[config.mk]
export PLATFORM = sky130hd
export DESIGN_NAME = r4fft_addsub
export DESIGN_NICKNAME = d
export VERILOG_FILES = /design/src/r4fft_sat.sv /design/src/r4fft_addsub.sv
export SDC_FILE = /design/constraint.sdc
export NUM_CORES = 1
export LEC_CHECK = 0
export BUFFER_PORTS_ARGS = -buffer_cell sky130_fd_sc_hd__buf_2
export CAP_MARGIN = 20
export CORE_MARGIN = 3
export CORE_UTILIZATION = 36
export DETAILED_ROUTE_END_ITERATION = 16
export HOLD_SLACK_MARGIN = 0.02
export PLACE_DENSITY = 0.66
export SYNTH_ARGS = -nofsm -noshare
export SYNTH_HDL_FRONTEND = slang
export SYNTH_HIERARCHICAL = 1
export SYNTH_SLANG_ARGS = --single-unit
[constraint.sdc]
create_clock -name aclk -period 4.4 [get_ports aclk]
set_input_delay 0.22 -clock aclk [delete_from_list [all_inputs] [get_ports aclk]]
set_output_delay 0.22 -clock aclk [all_outputs]
set_load 0.01 [all_outputs]
[src/r4fft_sat.sv]
// Signed saturation of a wide value to a narrower two's complement range.
module r4fft_sat #(
    parameter int IN_WIDTH  = 30,
    parameter int OUT_WIDTH = 27
) (
    input  logic signed [IN_WIDTH-1:0]  d,
    output logic signed [OUT_WIDTH-1:0] q
);

    localparam logic signed [OUT_WIDTH-1:0] MAX_VAL = {1'b0, {(OUT_WIDTH-1){1'b1}}};
    localparam logic signed [OUT_WIDTH-1:0] MIN_VAL = {1'b1, {(OUT_WIDTH-1){1'b0}}};

    if (IN_WIDTH > OUT_WIDTH) begin : g_clip
        logic [IN_WIDTH-OUT_WIDTH:0] top_bits;

        assign top_bits = d[IN_WIDTH-1:OUT_WIDTH-1];

        // The value fits when every bit above the new sign bit matches it.
        always_comb begin
            if ((&top_bits) || (~|top_bits)) begin
                q = d[OUT_WIDTH-1:0];
            end else if (d[IN_WIDTH-1]) begin
                q = MIN_VAL;
            end else begin
                q = MAX_VAL;
            end
        end
    end else begin : g_extend
        assign q = OUT_WIDTH'(d);
    end

endmodule

[src/r4fft_addsub.sv]
// Registered saturating sum and difference of one real operand pair.
module r4fft_addsub #(
    parameter int U_WIDTH   = 24,
    parameter int P_WIDTH   = 29,
    parameter int OUT_WIDTH = 27
) (
    input  logic                        aclk,
    input  logic                        load,
    input  logic signed [U_WIDTH-1:0]   u,
    input  logic signed [P_WIDTH-1:0]   p,
    output logic signed [OUT_WIDTH-1:0] sum_out,
    output logic signed [OUT_WIDTH-1:0] dif_out
);

    localparam int RAW_WIDTH = ((U_WIDTH > P_WIDTH) ? U_WIDTH : P_WIDTH) + 1;

    logic signed [RAW_WIDTH-1:0] sum_raw, dif_raw;
    logic signed [OUT_WIDTH-1:0] sum_next, dif_next;
    logic signed [OUT_WIDTH-1:0] sum_reg, dif_reg;

    assign sum_raw = RAW_WIDTH'(u) + RAW_WIDTH'(p);
    assign dif_raw = RAW_WIDTH'(u) - RAW_WIDTH'(p);

    r4fft_sat #(.IN_WIDTH(RAW_WIDTH), .OUT_WIDTH(OUT_WIDTH)) u_sat_sum (
        .d (sum_raw),
        .q (sum_next)
    );

    r4fft_sat #(.IN_WIDTH(RAW_WIDTH), .OUT_WIDTH(OUT_WIDTH)) u_sat_dif (
        .d (dif_raw),
        .q (dif_next)
    );

    always_ff @(posedge aclk) begin
        if (load) begin
            sum_reg <= sum_next;
            dif_reg <= dif_next;
        end
    end

    assign sum_out = sum_reg;
    assign dif_out = dif_reg;

endmodule

==> results.cfg, run 1 <==
[clock_tree]
clk_pin_slew_ns = 0.07
post_cts_resized = 0
cts-buffers-inserted = 5
htreeDepth = 2
cts_tree = yes
cts_hold_buf = 0
post_cts_buffers = 0
cts.path.max_buffers = 2
root_buffer = clkbuf_16
cts.sinks = 54

[die]
dieArea_sq_um = 19100
start_util_pct = 37.4
die-width_um = 138
ios = 109
coreArea_sq_um = 16800
rows = 47
die_h_um = 138

[global_routing]
grt_max_degree = 55
antenna_found_initial = 0
grt.total_usage_pct = 17.3
gr-total-overflow = 0
grt_first_pass_wirelength_um = 27800
grt_pass1_vias = 5391

[route]
drc_errors = 0
antenna_left = 0
wl_per_cell_um = 17.2
wl_um = 17500
routed-via-count = 5803
dr.pass1.iters = 5
dr.first_iter.drc_count = 476
vias_per_cell = 5.68

[finish]
nets = 916
finish.utilization_pct = 41.8
diodes = 0
areaGrowthSynthToFinish_pct = 12.0
drive_gt1_share_pct = 20.8

[logic_synthesis]
synth_top_area_share_pct = 25.8
syn-cell-area_sq_um = 6280
synth_area_leaders = edfxtp_1 (26%), ha_1 (12%), a21boi_0 (6.3%), nor4_1 (6.1%), xnor2_1 (5.2%)
synth_most_common_cell = nor3_1
synth_common_cells = nor3_1 (64), nor4_1 (61), ha_1 (58), edfxtp_1 (54), a21boi_0 (53)
async_flop_share_pct = 0
synth-seq-area-share_pct = 25.8
synth_edf_count = 54
synth_top_cell_by_area = edfxtp_1
syn_nets = 849
postSynth.topFlopCell = edfxtp_1
ys_seq_elements = 54
synthCells = 734
avgSynthCellArea_sq_um = 8.56
synth.distinct_cells = 79
ys_warn_count = 6

[job]
cap_viol_max_count = 0

[critical_path]
cp_top_family = compound AO/OA/AOI/OAI gates
cp.arrival_ns = 3.38
worstPathMaxFanout = 28
required_ns = 4.41
start_kind = primary input
critPathCaptureType = flip-flop
worstPathCellList = buf_2, inv_1, ha_1, nor2_1, a211oi_1, a21oi_1, nor2_1, o31ai_4, a21oi_1, o31a_1, buf_4, a21boi_4, nor3_1
path_class = in -> reg
cpMaxStageDelayCell = a21boi_4
cp_slowest_stage_delay_ns = 0.65
crit_buf_inv = 3

[status]
status = finished, final reports clean

[timing]
rsz0062_at_grt = false
hold_ws_ns = 0.577
setup_violations = 0
max_freq_ghz = 0.297
slew_viol_final = 0
setup_tns_ns = 0
worstMarginPinSlew_ns = 0.707
fin_crit_sh_pct = 76.6
hold_viol = 0
finalCriticalPeriod_ns = 3.37
relSlewSlack_pct = 52.8

[place]
portBuffers = 108
hpwlAfterDp_um = 13600
gp_congestion = 0.909

[hold_path]
hold_path_class = in -> reg

[power_and_ir_drop]
power-per-cell-area_nw_per_um2 = 331
ir_drop_mv = 0.199
p_leak_nw = 2.78
power_w = 0.00233
==> stage by stage <==
stage               area (sq um)  setup WS [ns]  cells
floorplan                   6280           1.29    734
global placement            6900          0.775   1014
detailed placement          6900          0.751   1014
CTS                         7040           1.02   1021
global route                7040          0.744   1021
finish                      7040           1.03   1021
==> layer usage <==
| metal | global-route usage, % | wire [um] |
|---|---|---|
| met4 | 4.78 | 393 |
| met3 | 2.87 | 1350 |
| met2 | 26.3 | 7520 |
| met5 | 0 | 0 |
| met1 | 25.4 | 8260 |
==> layout make-up <==
type                            count  area (sq um)
Clock buffer                        5           125
Multi-Input combinational cell    567          4180
Tap cell                          220           275
Sequential cell                    54          1620
Inverter                           55           206
Fill cell                        1689          9780
Clock inverter                      2          15.0
Timing Repair Buffer              118           616
==> placed cells by master (no fill, tap or decap), types with 3 or more instances in the layout <==
master	count
a211oi_1	8
a211oi_2	3
a21boi_0	53
a21o_1	7
a21oi_1	45
a21oi_4	3
a31oi_1	6
buf_2	108
buf_4	10
clkbuf_16	5
edfxtp_1	54
ha_1	58
inv_1	51
inv_2	3
nand2_1	21
nand2b_1	3
nand3_1	9
nand4_1	5
nor2_1	48
nor2b_1	10
nor3_1	64
nor3b_1	3
nor4_1	61
o211ai_1	3
o21a_1	4
o21ai_0	23
o21ai_1	7
o21bai_1	5
o31ai_1	7
or3_1	5
xnor2_1	34
xnor2_2	3
xor2_1	10
xor2_2	3
==> path summary, 6_finish.rpt <==
path / start / endpoint / slack [ns] / cells after the start
hold / removal: p[1] / sum_out[1] / 0.58 / 4
setup / recovery: p[4] / sum_out[3] / 1.03 / 13
==> flip-flops by register name, summed over array words and instances (netlist names) <==
signal   cells
dif_out     27
sum_out     27
==> where the power goes <==
part / internal, W / total, W / switching, W
clock: 0.000208 / 0.000382 / 0.000174
combinational: 0.000437 / 0.00118 / 0.000743
sequential: 0.000725 / 0.000768 / 0.0000423
total: 0.00137 / 0.00233 / 0.000960
==> logic make-up after synthesis <==
family                   count (synthesis)  synth area share (%)
adder cells (fa/ha/maj)                 60                  12.2
buffers and inverters                  113                  8.40
multiplexers                             1                 0.179
AND/OR/NAND/NOR                        244                  20.9
AO/OA/AOI/OAI                          212                  25.5
flip-flops                              54                  25.8
XOR/XNOR                                50                  6.97
Power figures use the tool's default switching activity.
==> run 2, diff against run 1 <==
--- a/config.mk
+++ b/config.mk
@@ -5,6 +5,7 @@
 export SDC_FILE = /design/constraint.sdc
 export NUM_CORES = 1
 export LEC_CHECK = 0
+export ABC_AREA = 1
 export BUFFER_PORTS_ARGS = -buffer_cell sky130_fd_sc_hd__buf_2
 export CAP_MARGIN = 20
 export CORE_MARGIN = 3
==> constraint.sdc (replaced) <==
create_clock -name aclk -period 3.5 [get_ports aclk]
set_input_delay 0.175 -clock aclk [delete_from_list [all_inputs] [get_ports aclk]]
set_output_delay 0.175 -clock aclk [all_outputs]
set_load 0.01 [all_outputs]
==> run 2 against run 1 <==
  * Area after synthesis increased by 11%
  * Via count rose by 17%
  * Worst setup slack worse by 0.39 ns
  * Global-route usage grew 2.6 points
==> results.cfg, run 2 <==
[finish]
nets = 1273
areaGrowthSynthToFinish_pct = 9.95
drive_gt1_share_pct = 16.7
diodes = 0
num-fill-cells = 2101
stdcell_area_sq_um = 7690
layout_common_cells = nand2_1 (381), inv_1 (183), buf_2 (108)
layout_commonest_cell = nand2_1

[logic_synthesis]
synth_most_common_cell = nand2_1
async_flop_share_pct = 0
synth.distinct_cells = 36
avgSynthCellArea_sq_um = 6.49
synth_edf_count = 54
postSynth.topFlopCell = edfxtp_1
synth_top_cell_by_area = edfxtp_1
ys_seq_elements = 54
synthCells = 1077
synth_common_cells = nand2_1 (381), inv_1 (183), nand3_1 (103), nor2_1 (72), ha_1 (58)
synth-seq-area-share_pct = 23.2
synth_top_area_share_pct = 23.2
synth_area_leaders = edfxtp_1 (23%), nand2_1 (20%), ha_1 (10%), inv_1 (9.8%), nand3_1 (7.4%)
syn_nets = 1192
ys_warn_count = 6
syn-cell-area_sq_um = 6990

[global_routing]
grt_pass1_vias = 6277
grt.total_usage_pct = 19.9
antenna_found_initial = 0
gr-total-overflow = 0
grt_first_pass_wirelength_um = 33800
grt_max_degree = 39

[die]
die-width_um = 145
start_util_pct = 37.0
ios = 109
die_h_um = 145
coreArea_sq_um = 18900
dieArea_sq_um = 21100
rows = 50

[clock_tree]
cts-buffers-inserted = 5
cts.path.max_buffers = 2
post_cts_resized = 0
cts_hold_buf = 0
clk_pin_slew_ns = 0.07
cts.sinks = 54
root_buffer = clkbuf_16
cts_tree = yes
post_cts_buffers = 0
htreeDepth = 2

[timing]
max_freq_ghz = 0.349
slew_viol_final = 0
rsz0062_at_grt = false
setup_violations = 0
relSlewSlack_pct = 34.7
hold_viol = 0
finalWorstSetupSlack_ns = 0.634
setup_tns_ns = 0
fin_crit_sh_pct = 81.9
worstMarginPinSlew_ns = 0.979
finalCriticalPeriod_ns = 2.87

[job]
cap_viol_max_count = 0

[hold_path]
min-delay-start = p[0]
hold_path_class = in -> reg
hold_end = dif_out[0]
hold_depth = 5

[critical_path]
cp_slowest_stage_delay_ns = 0.76
start_kind = primary input
worstPathMaxFanout = 26
crit_top_cell = nand2_1
cp.arrival_ns = 3.04
cpMaxStageDelayCell = o21ai_2
critPathCaptureType = flip-flop
worstPathCellList = buf_2, inv_1, ha_1, o21ai_1, a21oi_1, nand2_1, a21oi_1, nand2_1, nand2_1, nand2_1, o21ai_2, nand3_1, nand2_1
path_class = in -> reg
required_ns = 3.67

[route]
met3_length_um = 1780
antenna_left = 0
routed-via-count = 6774
dr.pass1.iters = 5
wl_met1_um = 10100
wl_met2_um = 9300
maxUsedRoutingLayer = met4
vias_per_cell = 4.77
wl_um = 21400
drc_errors = 0
wl_per_cell_um = 15.1
dr.first_iter.drc_count = 601

[status]
status = finished, final reports clean

[place]
gp_congestion = 1.02
hpwlAfterDp_um = 18100
dp_slack_ns = 0.397
placed_area_sq_um = 7510
portBuffers = 108

[power_and_ir_drop]
power-per-cell-area_nw_per_um2 = 378
power_w = 0.00291
p_leak_nw = 4.27
ir_drop_mv = 0.297
## run 2: cell count changes in the layout (fill, tap and decap cells not counted), moves of 24 or more
cell      delta
a21boi_0    -53
nor2_1      +24
xnor2_1     -29
nor3_1      -63
nand2_1    +360
inv_1      +132
nor4_1      -61
nand3_1     +94
## run 2: cell type report
class,instances,area (sq um),share of cell area [%]
multi-input cells,790,4250,55.2
flip-flops and latches,54,1620,21.1
inverters,190,713,9.28
repair buffers,117,608,7.91
well taps,260,325,4.23
clock buffers,5,125,1.63
clock inverters,3,47.5,0.619
## run 2: cell families after synthesis
logic type	Yosys count	synth area share, %
and+or+nand+nor	627	39.4
buffers and inverters	233	16.1
AOI/OAI and AO/OA	71	6.39
adders and majority gates	60	11.0
DFF	54	23.2
xor gates and xnor gates	32	4.01
## run 2: metal layers
layer / vias up / global-route usage, %
li1: 3486 / -
met1: 3040 / 29.0
met4: 0 / 4.32
met5: - / 0
met3: 14 / 3.80
met2: 234 / 30.7
## run 2: per-stage QoR
stage	instances	hold slack, ns	utilization, %
4_1_cts	1419	0.412	40.7
3_3_place_gp	1411	0.585	39.8
6_report	1419	0.412	40.7
2_1_floorplan	1077	0.287	-
5_1_grt	1419	0.439	40.7
3_5_place_dp	1411	0.586	39.8
## run 2: worst max-delay path: cells and delay by family
kind / cells / cell delay [ns]
buffers and inverters: 2 / 0.13
and+or+nand+nor: 6 / 0.65
AOI/OAI and AO/OA: 4 / 1.49
adders and majority gates: 1 / 0.58
## run 2: worst max-delay path by stage
| stage | from | to | slack, ns | cells past startpoint |
|---|---|---|---|---|
| 6_report | p[18] | sum_out[5] | 0.63 | 13 |
| 4_1_cts | p[18] | sum_out[5] | 0.70 | 13 |
| 2_1_floorplan | u[0] | sum_out[14] | 1.27 | 17 |
| 5_1_grt | p[18] | sum_out[6] | 0.39 | 13 |
| 3_5_place_dp | p[18] | sum_out[17] | 0.40 | 13 |
| 3_3_place_gp | p[18] | sum_out[14] | 0.49 | 13 |
## run 2: where the power goes
group / switching (W) / internal, W
clock: 0.000237 / 0.000342
sequential: 0.0000352 / 0.000895
combinational: 0.000949 / 0.000449
