$ cat src/r4fft_pkg.sv
// Shared constants and pipeline control types for the radix-4 FFT butterfly unit.
package r4fft_pkg;

    // Default sample width and twiddle fraction width.
    localparam int SAMPLE_WIDTH_DEF      = 24;
    localparam int TWIDDLE_FRAC_BITS_DEF = 16;

    // Register stages of the butterfly pipeline, in order.
    localparam int NUM_STAGES = 6;
    localparam int ST_MUL_W2  = 0;  // products of w2 with x2 and x3
    localparam int ST_RND_W2  = 1;  // combine, round and clip the w2 products
    localparam int ST_BFLY_1  = 2;  // a, b, c, d
    localparam int ST_MUL_W1  = 3;  // products of w1 with c and d
    localparam int ST_RND_W1  = 4;  // combine, round and clip the w1 products
    localparam int ST_BFLY_2  = 5;  // y0..y3, also the output register

    // Control from the valid/ready chain to the datapath.
    typedef struct packed {
        logic [NUM_STAGES-1:0] load;      // stage register takes a new item
        logic                  in_ready;  // first stage can take an item
        logic                  out_valid; // last stage holds an item
    } r4fft_pipe_ctrl_t;

endpackage

$ cat src/r4fft_pipe_ctrl.sv
// Valid bits and per-stage ready chain of the butterfly pipeline.
module r4fft_pipe_ctrl (
    input  logic                        aclk,
    input  logic                        aresetn,
    input  logic                        s_valid,
    input  logic                        m_ready,
    output r4fft_pkg::r4fft_pipe_ctrl_t ctrl
);

    import r4fft_pkg::*;

    logic [NUM_STAGES-1:0] valid_reg, valid_next, load, prev_valid;

    // A stage may load when it is empty or when its item moves on this cycle,
    // so bubbles close up while the output waits.
    always_comb begin
        load[NUM_STAGES-1] = !valid_reg[NUM_STAGES-1] || m_ready;
        for (int k = NUM_STAGES - 2; k >= 0; k--) begin
            load[k] = !valid_reg[k] || load[k+1];
        end
    end

    assign prev_valid = {valid_reg[NUM_STAGES-2:0], s_valid};
    assign valid_next = (load & prev_valid) | (~load & valid_reg);

    always_ff @(posedge aclk) begin
        if (!aresetn) begin
            valid_reg <= '0;
        end else begin
            valid_reg <= valid_next;
        end
    end

    assign ctrl.load      = load;
    assign ctrl.in_ready  = load[0];
    assign ctrl.out_valid = valid_reg[NUM_STAGES-1];

endmodule
$ cat config.mk
export PLATFORM = sky130hd
export DESIGN_NAME = r4fft_pipe_ctrl
export DESIGN_NICKNAME = d
export VERILOG_FILES = /design/src/r4fft_pkg.sv /design/src/r4fft_pipe_ctrl.sv
export SDC_FILE = /design/constraint.sdc
export NUM_CORES = 1
export LEC_CHECK = 0
export BUFFER_PORTS_ARGS = -buffer_cell sky130_fd_sc_hd__buf_2
export CORE_AREA = 4 4 41 43
export DETAILED_ROUTE_END_ITERATION = 12
export DIE_AREA = 0 0 45 47
export GPL_ROUTABILITY_DRIVEN = 1
export PLACE_DENSITY = 0.4
export SYNTH_ARGS = -nofsm -noshare
export SYNTH_HDL_FRONTEND = slang
export SYNTH_SLANG_ARGS = --single-unit
export TNS_END_PERCENT = 100
$ cat constraint.sdc
create_clock -name aclk -period 1.4 [get_ports aclk]
set_clock_uncertainty 0.2 [all_clocks]
set_input_delay 0.14 -clock aclk [delete_from_list [all_inputs] [get_ports aclk]]
set_output_delay 0.14 -clock aclk [all_outputs]
set_load 0.01 [all_outputs]
==> results of run 1 <==
worst max-delay path, cell delays in order (launching register included):
cell     delay [ns]
dfxtp_2        0.32
and4b_2        0.29
nand4_1        0.11
buf_2          0.16
final timing paths:
kind           start       to  slack, ns  cells after the start
min reg2reg     flop     flop       0.25                      1
min          m_ready     flop       0.03                      3
max             flop  ctrl[1]      -0.06                      3
max reg2reg     flop     flop       0.20                      4
layout by cell type, fill, tap and decap left out, drive strengths merged:
master	n
and3b	1
and4b	1
buf	14
clkbuf	3
dfxtp	6
dlygate4sd3	2
inv	3
nand2	5
nand3	2
nand4	2
nor2b	1
o21a	3
o21ai	3
layer usage:
layer	wire, microns	vias to the layer above
li1	-	135
met1	274	124
met2	286	10
met3	68	0
met4	0	0
met5	0	-
power by group:
| part | switching (mW) | internal, mW |
|---|---|---|
| Sequential | 0.00471 | 0.176 |
| Combinational | 0.00884 | 0.0114 |
| Clock | 0.0634 | 0.0971 |
area by class of cell:
cell class	instances	area (sq um)
clock buffer	3	22.5
fill	150	902
inverter	3	11.3
multi-input combinational	18	119
sequential	6	124
tap	15	18.8
timing repair buffer	16	104
cell families (layout without fill, tap and decap cells):
family | Yosys count | after routing
buffers and inverters | 6 | 22
flip-flops | 6 | 6
AO/OA/AOI/OAI | 6 | 6
AND/OR/NAND/NOR | 12 | 12
timing repair:
item | 4_1_cts | 5_1_grt
setup endpoints to repair | 5 | 7
setup buffers | 2 | 1
gates resized for setup | 3 | 2
hold endpoints to repair | 4 | 0
hold buffers | 2 | 0
pin swaps | 2 | 1
per-stage QoR:
| step | setup TNS (ns) | util, % | worst slack [ns] | hold slack [ns] |
|---|---|---|---|---|
| after floorplan | 0 | - | 0.0822 | 0.0526 |
| after global placement | 0 | 24.7 | 0.165 | 0.143 |
| after detailed placement | 0 | 24.7 | 0.147 | 0.142 |
| after CTS | -0.218 | 29.4 | -0.0700 | 0.0311 |
| after global routing | -0.361 | 30.7 | -0.112 | 0.0376 |
| final | -0.155 | 30.7 | -0.0588 | 0.0303 |
==> summary.txt, run 1 <==
CTS tree = built
P_leak = 0.163 nW
RSZ-0062 raised after global routing = yes
final cell count without fillers = 61
# DRC = 0
PortBufs = 11
overall die height = 47 microns
Yosys reg bits = 6
share of the synthesized area in the top cell type = 45.1%
area grow syn2layout = 49.8%
Avg WL per Cell = 10.3 microns
Max Transition Viols Final = 0
placed insts = 53
fin crit share = 104%
Synth Area in Simple Gates = 25.4%
Antenna Cells = 0
Post-Syn Area = 267 sq um
top-count cell post-synth = dfxtp_1
Max-cap violations = 0
Initial Utilization = 20.5%
PD cells = 906 nW/um^2
top cells by area, synth = dfxtp_1 (45%), o21ai_2 (9.9%), o21a_1 (8.5%)
CP endpoint kind = primary output
Synth Net Count = 34
top_reg_cell synth = dfxtp_1
Top Usage Layer GRT = met2
clk slew on worst S/H paths = 0.05 ns
chip width = 45 microns
die area = 2120 sq um
Core Box Area = 1300 sq um
adder-cell share of the synthesized area = 0%
Post-synth EDFFs = 0
compound-cell area share of the yosys netlist = 18.3%
crit path kind = flop to primary output
met1 usage in global routing = 6.83%
row count = 13
Syn Inst Count = 30
Hold Path Class = input pin to flop
run status = complete, but fails checks
Fmax = 686 MHz
GR Util met3 = 2.68%
failing checks = negative setup slack
measured slew at the worst slew-check pin = 0.239 ns
DRT antenna net count = 0
dpl hpwl = 456 microns
I/O pins = 12
Max FO, Critical Path = 5
slew margin rel. = 84.0%
maximum level of the CTS H-tree = 1
DRT Wirelength = 630 microns
vias in the first global route = 238
gpl congestion = 0.659
Post-DP Area = 322 sq um
Mapped Avg Cell Area = 8.88 sq um
Yosys cell types = 13
initial drt markers = 2
Global Route Usage Sum = 6.72%
sequential cell area fraction in the yosys report = 45.1%
Skew-Pair Late Insertion Delay = 0.24 ns
Startpoint Class = flop
total iterations of the first detailed-routing run = 3
Final Cell Area = 399 sq um
crit path DAT = 1.12 ns
total power draw = 0.361 mW
first-pass GRT wire length = 972 microns
CTS Root Cell = clkbuf_4
initial antenna violation count = 0
met2 usage = 10.2%
Post-synth top cells = dfxtp_1 (6), nand2_1 (5), o21a_1 (3), o21ai_2 (3)
maximum vdd drop = 0.000429 V
post-synthesis mux area share = 0%
GRT overflow = 0
total number of vias = 269
Final min period = 1.46 ns
CTS sink count = 6
CP required = 1.06 ns
synth warn = 0
largest family of logic cells by synthesized area = simple AND/OR/NAND/NOR gates
Final setup viols = 5
area leader, netlist = dfxtp_1
Clock Path Buffers = 2
asr flop ratio synth = 0%
worst setup margin = -0.0588 ns
post-synthesis xor/xnor area fraction = 0%
CTS buffer count = 3
Final #Nets = 52
endpoints failing hold = 0
post-DR vias/cell = 4.41
pin count of the biggest net entering global routing = 10
layout cells sized above 1 = 56.5%
Note: power is estimated with default switching activity, not from simulation.
==> run 2: changes to the inputs <==
--- a/config.mk
+++ b/config.mk
@@ -5,12 +5,13 @@
 export SDC_FILE = /design/constraint.sdc
 export NUM_CORES = 1
 export LEC_CHECK = 0
+export ABC_AREA = 1
 export BUFFER_PORTS_ARGS = -buffer_cell sky130_fd_sc_hd__buf_2
 export CORE_AREA = 4 4 41 43
 export DETAILED_ROUTE_END_ITERATION = 12
 export DIE_AREA = 0 0 45 47
 export GPL_ROUTABILITY_DRIVEN = 1
-export PLACE_DENSITY = 0.4
+export PLACE_DENSITY = 0.39
 export SYNTH_ARGS = -nofsm -noshare
 export SYNTH_HDL_FRONTEND = slang
 export SYNTH_SLANG_ARGS = --single-unit
==> run 2 against run 1 <==
Flip-flop and latch count unchanged; the run still ends with negative setup slack left; first-iteration DRC count shrank 100%; critical path depth grew 1; highest routed layer is now met4; core utilization grew 2.5 points; cell area up 8.2%; routed wire length down 4.9%.
==> summary.txt, run 2 <==
Core Box Area = 1300 sq um
DRT Wirelength = 599 microns
Post-synth EDFFs = 0
CTS tree = built
# DRC = 0
top cells by area, synth = dfxtp_1 (48%), inv_1 (12%), a21oi_1 (7.9%)
synth warn = 0
CTS Root Cell = clkbuf_4
Startpoint Class = flop
top-count cell post-synth = inv_1
die area = 2120 sq um
fin crit share = 102%
Yosys reg bits = 6
post-synthesis mux area share = 0%
chip width = 45 microns
crit path DAT = 1.09 ns
Critical-path top delay cell = dfxtp_2
maximum level of the CTS H-tree = 1
Post-synth top cells = inv_1 (8), dfxtp_1 (6), a21oi_1 (4)
pin count of the biggest net entering global routing = 6
crit path cell chain = nand3_4 > nor2_4 > nand4_4 > buf_2
measured slew at the worst slew-check pin = 0.227 ns
CP top delay family = simple AND/OR/NAND/NOR gates
overall die height = 47 microns
Final min period = 1.43 ns
adder-cell share of the synthesized area = 0%
CP Depth = 4
met1 usage in global routing = 7.31%
Max FO, Critical Path = 4
worst setup margin = -0.0312 ns
final cell count without fillers = 61
crit path kind = flop to primary output
Antenna Cells = 0
placed insts = 52
CP endpoint kind = primary output
pre-CTS WS = 0.126 ns
Clock Path Buffers = 2
Final #Nets = 52
max incr delay on CP = 0.34 ns
post-synthesis xor/xnor area fraction = 0%
Skew-Pair Late Insertion Delay = 0.24 ns
initial antenna violation count = 0
Mapped Avg Cell Area = 9.03 sq um
dpl hpwl = 398 microns
Fmax = 699 MHz
area grow syn2layout = 70.8%
Worst Path Buf+Inv = 1
CTS buffer count = 3
failing checks = negative setup slack
most common cell after layout, fill and taps aside = buf_2
RSZ-0062 raised after global routing = yes
CP required = 1.06 ns
Initial Utilization = 19.4%
GRT overflow = 0
Top Usage Layer GRT = met2
Synth Net Count = 32
maximum vdd drop = 0.000340 V
Final setup viols = 5
area leader, netlist = dfxtp_1
PD cells = 825 nW/um^2
first-pass GRT wire length = 1010 microns
vias in the first global route = 240
Avg WL per Cell = 9.82 microns
P_leak = 0.179 nW
Global Route Usage Sum = 7.04%
I/O pins = 12
CTS sink count = 6
post-DR vias/cell = 3.89
row count = 13
met2 usage = 11.6%
top_reg_cell synth = dfxtp_1
most frequent cells in the layout = buf_2 (8), inv_1 (7), dfxtp_1 (4), buf_6 (4)
run status = complete, but fails checks
GR Util met3 = 2.68%
layout cells sized above 1 = 58.7%
slew margin rel. = 84.8%
Syn Inst Count = 28
DRT antenna net count = 0
Fill cells = 148
asr flop ratio synth = 0%
total number of vias = 237
Synth Area in Simple Gates = 20.3%
Yosys cell types = 10
hold depth = 4
Hold Path Class = input pin to flop
Post-DP Area = 312 sq um
gpl congestion = 0.640
total iterations of the first detailed-routing run = 1
Max-cap violations = 0
Post-Syn Area = 253 sq um
PortBufs = 11
clk slew on worst S/H paths = 0.05 ns
Max Transition Viols Final = 0
compound-cell area share of the yosys netlist = 14.4%
initial drt markers = 0
worst reg2reg path depth = 5
largest family of logic cells by synthesized area = simple AND/OR/NAND/NOR gates
share of the synthesized area in the top cell type = 47.5%
endpoints failing hold = 0
Final Cell Area = 432 sq um
sequential cell area fraction in the yosys report = 47.5%
-- run 2: power by group --
| part | leakage (nW) | internal [mW] | switching (mW) | total (mW) |
|---|---|---|---|---|
| sequential | 0.0502 | 0.174 | 0.00526 | 0.179 |
| clock | 0.0138 | 0.0969 | 0.0607 | 0.158 |
| combinational | 0.115 | 0.0101 | 0.00917 | 0.0193 |
| total | 0.179 | 0.281 | 0.0751 | 0.356 |
-- run 2: metrics by stage --
stage	utilization [%]	hold slack [ns]	TNS [ns]	power (mW)
final	33.2	0.0330	-0.117	0.356
after global routing	33.2	0.0873	-0.578	0.379
after CTS	31.3	0.108	-0.449	0.378
after detailed placement	23.9	0.169	0	0.197
after global placement	23.9	0.162	0	0.196
after floorplan	-	0.0576	0	0.191
-- run 2: layout make-up --
cell class,instances,area (sq um),area share [%]
clock buffer,3,22.5,5.22
sequential,6,125,29.0
multi-input combinational,12,108,24.9
tap,15,18.8,4.35
timing repair buffer,17,128,29.6
inverter,8,30.0,6.96
-- run 2: cell families after synthesis --
logic type,count (synthesis)
AO/OA/AOI/OAI,6
buffers and inverters,10
flip-flops,6
AND/OR/NAND/NOR,6
-- run 2: timing repair --
item / in CTS / in global routing
pin swaps: 2 / 1
buffers inserted: 2 / 2
cloned: 0 / 0
hold endpoints to repair: 3 / 0
hold buffers: 3 / 0
setup endpoints to repair: 5 / 6
resized for setup: 7 / 4
-- run 2: final timing paths --
kind              slack, ns  startpoint  endpoint
hold / removal         0.03     m_ready      flop
hold reg to reg        0.28        flop      flop
setup reg to reg       0.20        flop      flop
setup / recovery      -0.03        flop   ctrl[2]
-- run 2: worst register-to-register path, delay by kind of cell, from the launching register on --
kind,cells,cell delay [ns]
compound gates,1,0.09
buf+inv,1,0.15
flops,1,0.34
simple gates,3,0.36
-- run 2: layer usage --
metal / routed length [microns] / up-vias
met4: 6 / 0
met2: 303 / 10
met3: 63 / 2
li1: - / 124
met1: 224 / 101
met5: 0 / -
==> run 3: changes to the inputs <==
--- a/config.mk
+++ b/config.mk
@@ -11,7 +11,7 @@
 export DETAILED_ROUTE_END_ITERATION = 12
 export DIE_AREA = 0 0 45 47
 export GPL_ROUTABILITY_DRIVEN = 1
-export PLACE_DENSITY = 0.39
+export PLACE_DENSITY = 0.47
 export SYNTH_ARGS = -nofsm -noshare
 export SYNTH_HDL_FRONTEND = slang
 export SYNTH_SLANG_ARGS = --single-unit
==> run 3 against run 2 <==
The run still ends with negative setup slack left; register-to-register slack worse by 0.06 ns; global-route usage down 0.15 points; routed wire length down 0.17%; combinational power up 12%; critical endpoint is now ctrl[1].
==> summary.txt, run 3 (synthesized netlist as in run 2, its figures left out) <==
failing checks = negative setup slack
Max-cap violations = 0
most common cell after layout, fill and taps aside = buf_2
Max FO, Critical Path = 5
Top Usage Layer GRT = met2
CTS Root Cell = clkbuf_4
DRT antenna net count = 0
CP required = 1.06 ns
Fmax = 674 MHz
Startpoint Class = flop
layout cells sized above 1 = 59.6%
pin count of the biggest net entering global routing = 6
measured slew at the worst slew-check pin = 0.233 ns
clk slew on worst S/H paths = 0.05 ns
PortBufs = 11
Fill cells = 151
pre-CTS WS = 0.110 ns
vias in the first global route = 248
run status = complete, but fails checks
gpl congestion = 0.599
CTS buffer count = 3
Global Route Usage Sum = 6.89%
crit path DAT = 1.14 ns
chip width = 45 microns
Post-Route Utilization = 33.9%
# DRC = 0
maximum vdd drop = 0.000386 V
Avg WL per Cell = 9.65 microns
total number of vias = 249
Skew-Pair Late Insertion Delay = 0.25 ns
Hold Path Class = input pin to flop
area grow syn2layout = 74.8%
dpl hpwl = 373 microns
CP endpoint kind = primary output
GR Util met3 = 3.45%
total iterations of the first detailed-routing run = 3
P_leak = 0.183 nW
Max Transition Viols Final = 0
GRT overflow = 0
fin crit share = 106%
CTS sink count = 6
Final setup viols = 5
crit path kind = flop to primary output
worst setup margin = -0.0832 ns
die area = 2120 sq um
row count = 13
initial drt markers = 4
endpoints failing hold = 0
overall die height = 47 microns
PD cells = 835 nW/um^2
DRT Wirelength = 598 microns
placed insts = 52
Antenna Cells = 0
Final #Nets = 53
post-DR vias/cell = 4.02
RSZ-0062 raised after global routing = yes
first-pass GRT wire length = 979 microns
CTS tree = built
Clock Path Buffers = 2
initial antenna violation count = 0
TNS Setup = -0.329 ns
maximum level of the CTS H-tree = 1
final cell count without fillers = 62
Initial Utilization = 19.4%
Core Box Area = 1300 sq um
met1 usage in global routing = 7.09%
met2 usage = 10.7%
most frequent cells in the layout = buf_2 (9), inv_1 (7), dfxtp_1 (4), buf_6 (4)
Final min period = 1.48 ns
I/O pins = 12
slew margin rel. = 84.4%
-- run 3: cell types whose count changed in the layout (fill, tap and decap cells not counted), sizes merged --
cell,previous run,this run
buf,15,16
-- run 3: worst paths after layout --
kind / startpoint / to / slack (ns) / cells past startpoint
setup / recovery: flop / ctrl[1] / -0.08 / 4
hold / removal: m_ready / flop / 0.003 / 4
setup reg to reg: flop / flop / 0.14 / 5
hold reg to reg: flop / flop / 0.26 / 2
-- run 3: cell type report --
type	count	area (sq um)	area share [%]
Inverter	8	30.0	6.80
Clock buffer	3	22.5	5.10
Timing Repair Buffer	18	133	30.0
Multi-Input combinational cell	12	115	26.1
Tap cell	15	18.8	4.25
Sequential cell	6	123	27.8
-- run 3: timing repair --
action | 4_1_cts | 5_1_grt
gates resized for setup | 4 | 7
endpoints found under the hold margin | 3 | 0
buffers inserted | 6 | 0
endpoints found under the setup margin | 5 | 6
hold buffers | 2 | 0
pin swaps | 2 | 2
-- run 3: metal layers --
layer / part of all wire [%] / routed length, microns / up-vias
met5: 0 / 0 / -
met3: 10 / 60 / 2
met1: 47 / 279 / 110
met2: 42 / 250 / 13
li1: - / - / 124
met4: 1.3 / 8 / 0
-- run 3: worst max-delay path: stages, from the launching register on --
cell and delay, ns:
dfxtp_2 0.34, nand3_4 0.09, nor2_4 0.18, nand4_4 0.12, buf_2 0.17
-- run 3: stage by stage --
stage / power [mW] / instance area, sq um / hold slack, ns
after global routing: 0.389 / 442 / 0.0380
final: 0.369 / 442 / 0.00295
after global placement: 0.197 / 312 / 0.162
after floorplan: 0.191 / 253 / 0.0576
after detailed placement: 0.197 / 312 / 0.166
after CTS: 0.371 / 417 / -0.0175
-- run 3: power by group --
| part | switching [mW] | internal [mW] | total (mW) |
|---|---|---|---|
| logic | 0.0106 | 0.0111 | 0.0217 |
| clock network | 0.0687 | 0.0974 | 0.166 |
| registers | 0.00507 | 0.176 | 0.181 |
| total | 0.0844 | 0.284 | 0.369 |
